File: config.mk
export PLATFORM = sky130hd
export DESIGN_NAME = hfdl_lane
export DESIGN_NICKNAME = d
export VERILOG_FILES = /design/src/rtl/core/hfdl_pkg.sv /design/src/rtl/core/hfdl_lane.sv
export SDC_FILE = /design/constraint.sdc
export NUM_CORES = 2
export LEC_CHECK = 0
export ABC_AREA = 1
export BUFFER_PORTS_ARGS = -buffer_cell sky130_fd_sc_hd__clkbuf_2
export CORE_MARGIN = 2
export CORE_UTILIZATION = 36
export CTS_CLUSTER_SIZE = 8
export DETAILED_ROUTE_END_ITERATION = 12
export SYNTH_ARGS = -nofsm -noshare
export SYNTH_HDL_FRONTEND = slang
export SYNTH_SLANG_ARGS = --single-unit
File: constraint.sdc
create_clock -name clock -period 26.5 [get_ports clock]
set_input_delay 3.975 -clock clock [delete_from_list [all_inputs] [get_ports clock]]
set_output_delay 3.975 -clock clock [all_outputs]
set_load 0.03 [all_outputs]
File: src/rtl/core/hfdl_pkg.sv
`timescale 1ns / 1ps
`default_nettype none

package hfdl_pkg;

   // store geometry; DEPTH is a power of two so positions wrap by truncation
   localparam int DEPTH  = 4096;
   localparam int AW     = $clog2(DEPTH);
   localparam int LANES  = 2;
   localparam int SMP_W  = 24;
   localparam int WORD_W = LANES * SMP_W;
   localparam int FRAC_W = 16;
   localparam int DLY_W  = 28;
   localparam int POS_W  = AW + FRAC_W;
   localparam int ACC_W  = 32;

   localparam logic [DLY_W-1:0] DLY_MIN = DLY_W'(2 << FRAC_W);
   localparam logic [DLY_W-1:0] DLY_MAX = DLY_W'((DEPTH - 4) << FRAC_W);

   typedef logic signed [SMP_W-1:0] sample_type;
   typedef logic signed [ACC_W-1:0] acc_type;
   typedef logic [DLY_W-1:0]        delay_type;

   localparam acc_type SAT_HI = acc_type'((1 << (SMP_W - 1)) - 1);
   localparam acc_type SAT_LO = -acc_type'(1 << (SMP_W - 1));

   // tap slots around the read point
   localparam logic [1:0] TAP_YM1 = 2'd0;
   localparam logic [1:0] TAP_Y0  = 2'd1;
   localparam logic [1:0] TAP_Y1  = 2'd2;
   localparam logic [1:0] TAP_Y2  = 2'd3;

   // lane operations
   localparam logic [2:0] OP_NONE = 3'd0;
   localparam logic [2:0] OP_COEF = 3'd1;
   localparam logic [2:0] OP_H1   = 3'd2;
   localparam logic [2:0] OP_H2   = 3'd3;
   localparam logic [2:0] OP_H3   = 3'd4;

   typedef struct packed {
      logic       tap_load;
      logic [1:0] tap_sel;
      logic [2:0] op;
   } lane_ctl_type;

endpackage

`default_nettype wire

File: src/rtl/core/hfdl_lane.sv
`timescale 1ns / 1ps
`default_nettype none

module hfdl_lane import hfdl_pkg::*; (
   input  wire logic              clock,
   input  wire lane_ctl_type      ctl,
   input  wire logic [FRAC_W-1:0] frac,
   input  wire sample_type        tap_data,
   output sample_type             result
);

   localparam int PROD_W = ACC_W + FRAC_W + 1;
   localparam logic signed [PROD_W-1:0] RND_HALF = PROD_W'(1 << (FRAC_W - 1));

   sample_type taps_ff [4];
   acc_type    k1_ff;
   acc_type    k2_ff;
   acc_type    k3_ff;
   acc_type    acc_ff;

   acc_type                  ym1;
   acc_type                  y0;
   acc_type                  y1;
   acc_type                  y2;
   acc_type                  mul_a;
   acc_type                  addend;
   logic signed [FRAC_W:0]   frac_s;
   logic signed [PROD_W-1:0] prod;
   logic signed [PROD_W-1:0] prod_rnd;
   acc_type                  step;
   acc_type                  sum;

   assign ym1 = acc_type'(taps_ff[TAP_YM1]);
   assign y0  = acc_type'(taps_ff[TAP_Y0]);
   assign y1  = acc_type'(taps_ff[TAP_Y1]);
   assign y2  = acc_type'(taps_ff[TAP_Y2]);

   always_ff @(posedge clock) begin
      if (ctl.tap_load) begin
         taps_ff[ctl.tap_sel] <= tap_data;
      end
   end

   // one multiplier shared by the three Horner steps
   always_comb begin
      mul_a  = acc_ff;
      addend = '0;
      case (ctl.op)
         OP_H1: begin
            mul_a  = k3_ff;
            addend = k2_ff;
         end
         OP_H2: begin
            addend = k1_ff;
         end
         default: begin
            addend = '0;
         end
      endcase
      frac_s   = $signed({1'b0, frac});
      prod     = PROD_W'(mul_a) * PROD_W'(frac_s);
      prod_rnd = (prod + RND_HALF) >>> FRAC_W;
      step     = acc_type'(prod_rnd) + addend;
   end

   always_ff @(posedge clock) begin
      case (ctl.op)
         OP_COEF: begin
            k1_ff <= y1 - ym1;
            k2_ff <= (ym1 <<< 1) - ((y0 <<< 2) + y0) + (y1 <<< 2) - y2;
            k3_ff <= (y2 - ym1) + (((y0 - y1) <<< 1) + (y0 - y1));
         end
         OP_H1, OP_H2, OP_H3: begin
            acc_ff <= step;
         end
         default: begin
            acc_ff <= acc_ff;
         end
      endcase
   end

   // add half the doubled curve term to the center tap, then clip
   always_comb begin
      sum = y0 + ((acc_ff + acc_type'(1)) >>> 1);
      if (sum > SAT_HI) begin
         result = SAT_HI[SMP_W-1:0];
      end else if (sum < SAT_LO) begin
         result = SAT_LO[SMP_W-1:0];
      end else begin
         result = sum[SMP_W-1:0];
      end
   end

endmodule

`default_nettype wire

==> results.txt <==
critical path startpoint category - primary input
fmax - 75.26 MHz
Clock Root Buffer - clkbuf_16
H-tree depth - 1
Post-CTS Resized - 0
met1 wire length - 50.81 mm
most common cell in the netlist - inv_1
number of synthesized flops with an enable pin - 211
# DRC - 3
DR vias/cell - 4.951
Core Util, Final - 39.05%
CTS sink cnt - 211
top cell type's share of synthesized area - 31.97%
layout cells sized above 1 - 4.104%
CP max stage delay - 0.59 ns
Max clock buf depth - 3
initial antenna violation count - 0
worst hold path class - flip-flop to flip-flop
synthesis-to-finish area growth - 7.398%
Fin. Hold Viols - 0
period utilization - 50.14%
Post-DP Area - 0.04037 mm2
Post-Syn Area - 0.03833 mm2
worst skew pair latency - 0.57 ns
crit-path max FO - 54
Syn Area/Cell - 8.165 um2
number of fillers in the final layout - 10,990
final worst slack - 13.21 ns
die extent in y - 330.3 um
critical path class - primary input to flip-flop
synthesis warning total - 0
Slew HR - 22.50%
result of the run - finished with violations
critical path's most frequent cell - inv_1
dpl ws - 12.78 ns
post-synth net total - 5,664
most used flip-flop cell after synthesis - edfxtp_1
CTS tree - yes
RSZ-0062 raised after global routing - no
Total GRT Usage - 21.88%
metal3 WL - 5.546 mm
setup TNS after final layout - 0 ns
slowest CP cell - fa_1
asr flop ratio synth - 0%
failing checks - DRC
multi-input logic area - 0.02742 mm2
via count - 30,420
top cells by count, synth - inv_1, nand2_1, fa_1, nor2_1, ha_1
IO Pins - 71
max cap viols - 0
cell taking the most area after synthesis - fa_1
Synth Register Bits - 211
Min Clock Period, post-route - 13.29 ns
Iter 0 DRT Violations - 1,854
DR pass1 iterations - 9
Setup violations, final - 0
Cells after Synth - 4,694
Port Buffers - 70
Hold-fix buffers, CTS - 0
FP Rows - 119
top sig layer - met4
post-route cell area - 0.04116 mm2
GP Congestion - 0.9699
Post-CTS Repair Setup Buffers - 0
largest net degree at the start of global routing - 55
die width - 330.3 um
Netlist cell types - 48
CTS clk-pin slew, worst paths - 0.05 ns
Critical Path RT - 26.80 ns
full die area - 0.1091 mm2
post-synthesis sequential area ratio - 16.53%
clk_skew - 0.01958 ns
Least-Margin Pin Slew - 1.155 ns
Setup crit end kind - flip-flop
CORE AREA - 0.1054 mm2
first-pass GRT wire length - 184.1 mm
final wirelength - 116.0 mm
Synth area leaders - fa_1, edfxtp_1, inv_1
CP arrival - 13.59 ns
total CTS buffers - 30
hpwl dp - 99.49 mm
Overflow after GRT - 0
Initial Util - 36.36%
Post-DRT Antenna Nets - 0
Layout Nets - 5,720
WL per Instance - 18.88 um
metal2 WL - 55.97 mm
max-slew violation count - 0
diode count - 0
vias in the first global route - 32,500
Reg area - 0.006336 mm2
registers in the layout (all words and copies together) (netlist names):
| name | flops |
|---|---|
| taps_ff | 96 |
| acc_ff | 32 |
| k2_ff | 30 |
| k3_ff | 28 |
| k1_ff | 25 |
area by class of cell:
class	instances	share of cell area, %
clock buffer	32	1.894
clock inverter	2	0.01824
inverter	1153	10.51
multi-input combinational	3258	66.63
sequential	211	15.39
tap	1391	4.228
timing repair buffer	96	1.325
path summary, 6_finish.rpt:
path / from / to / slack (ns) / cells after the start
worst max-delay path: ctl[1] / acc_ff[24]$_DFFE_PP_ / 13.21 / 40
worst min-delay path: taps_ff[3][0]$_DFFE_PP_ / k3_ff[0]$_DFFE_PN_ / 0.61 / 1
worst max register to register: k3_ff[14]$_DFFE_PN_ / acc_ff[24]$_DFFE_PP_ / 17.58 / 33
worst min register to register: taps_ff[3][0]$_DFFE_PP_ / k3_ff[0]$_DFFE_PN_ / 0.61 / 1
layout by cell type, fill, tap and decap left out, types with 31 or more instances in the layout:
cell type	count
inv_1	1139
nand2_1	926
fa_1	612
nor2_1	497
ha_1	311
edfxtp_1	211
a21oi_1	204
xor2_1	151
nand3_1	110
o21ai_0	104
clkbuf_2	70
xnor2_1	61
clkbuf_16	31
stage by stage:
step,cells,hold slack (ns)
2_1_floorplan,4694,0.5500
3_3_place_gp,6109,0.5847
3_5_place_dp,6109,0.6105
4_1_cts,6143,0.6249
5_1_grt,6143,0.6601
6_report,6143,0.6137
cell families after synthesis:
family | after synthesis | synth area share, %
and+or+nand+nor | 1661 | 17.48
adders and majority gates | 923 | 42.12
xor gates and xnor gates | 212 | 4.845
AOI/OAI and AO/OA | 462 | 6.957
buffers and inverters | 1225 | 12.07
DFF | 211 | 16.53
critical path, delay by kind of cell:
family                   cells  cell delay, ns
AND/OR/NAND/NOR             13            1.98
buffers and inverters       11            2.01
AO/OA/AOI/OAI                6            1.41
adder cells (fa/ha/maj)      8            3.71
XOR/XNOR                     2            0.45
per-layer routing:
metal	vias to the layer above	track usage (%)
met2	855	37.88
li1	14360	-
met4	0	6.079
met5	-	0
met1	15050	29.37
met3	161	1.784
Power is left out: the tool's default activity adds up to more than one toggle a clock period on the data nets, which glitch-free logic cannot reach.
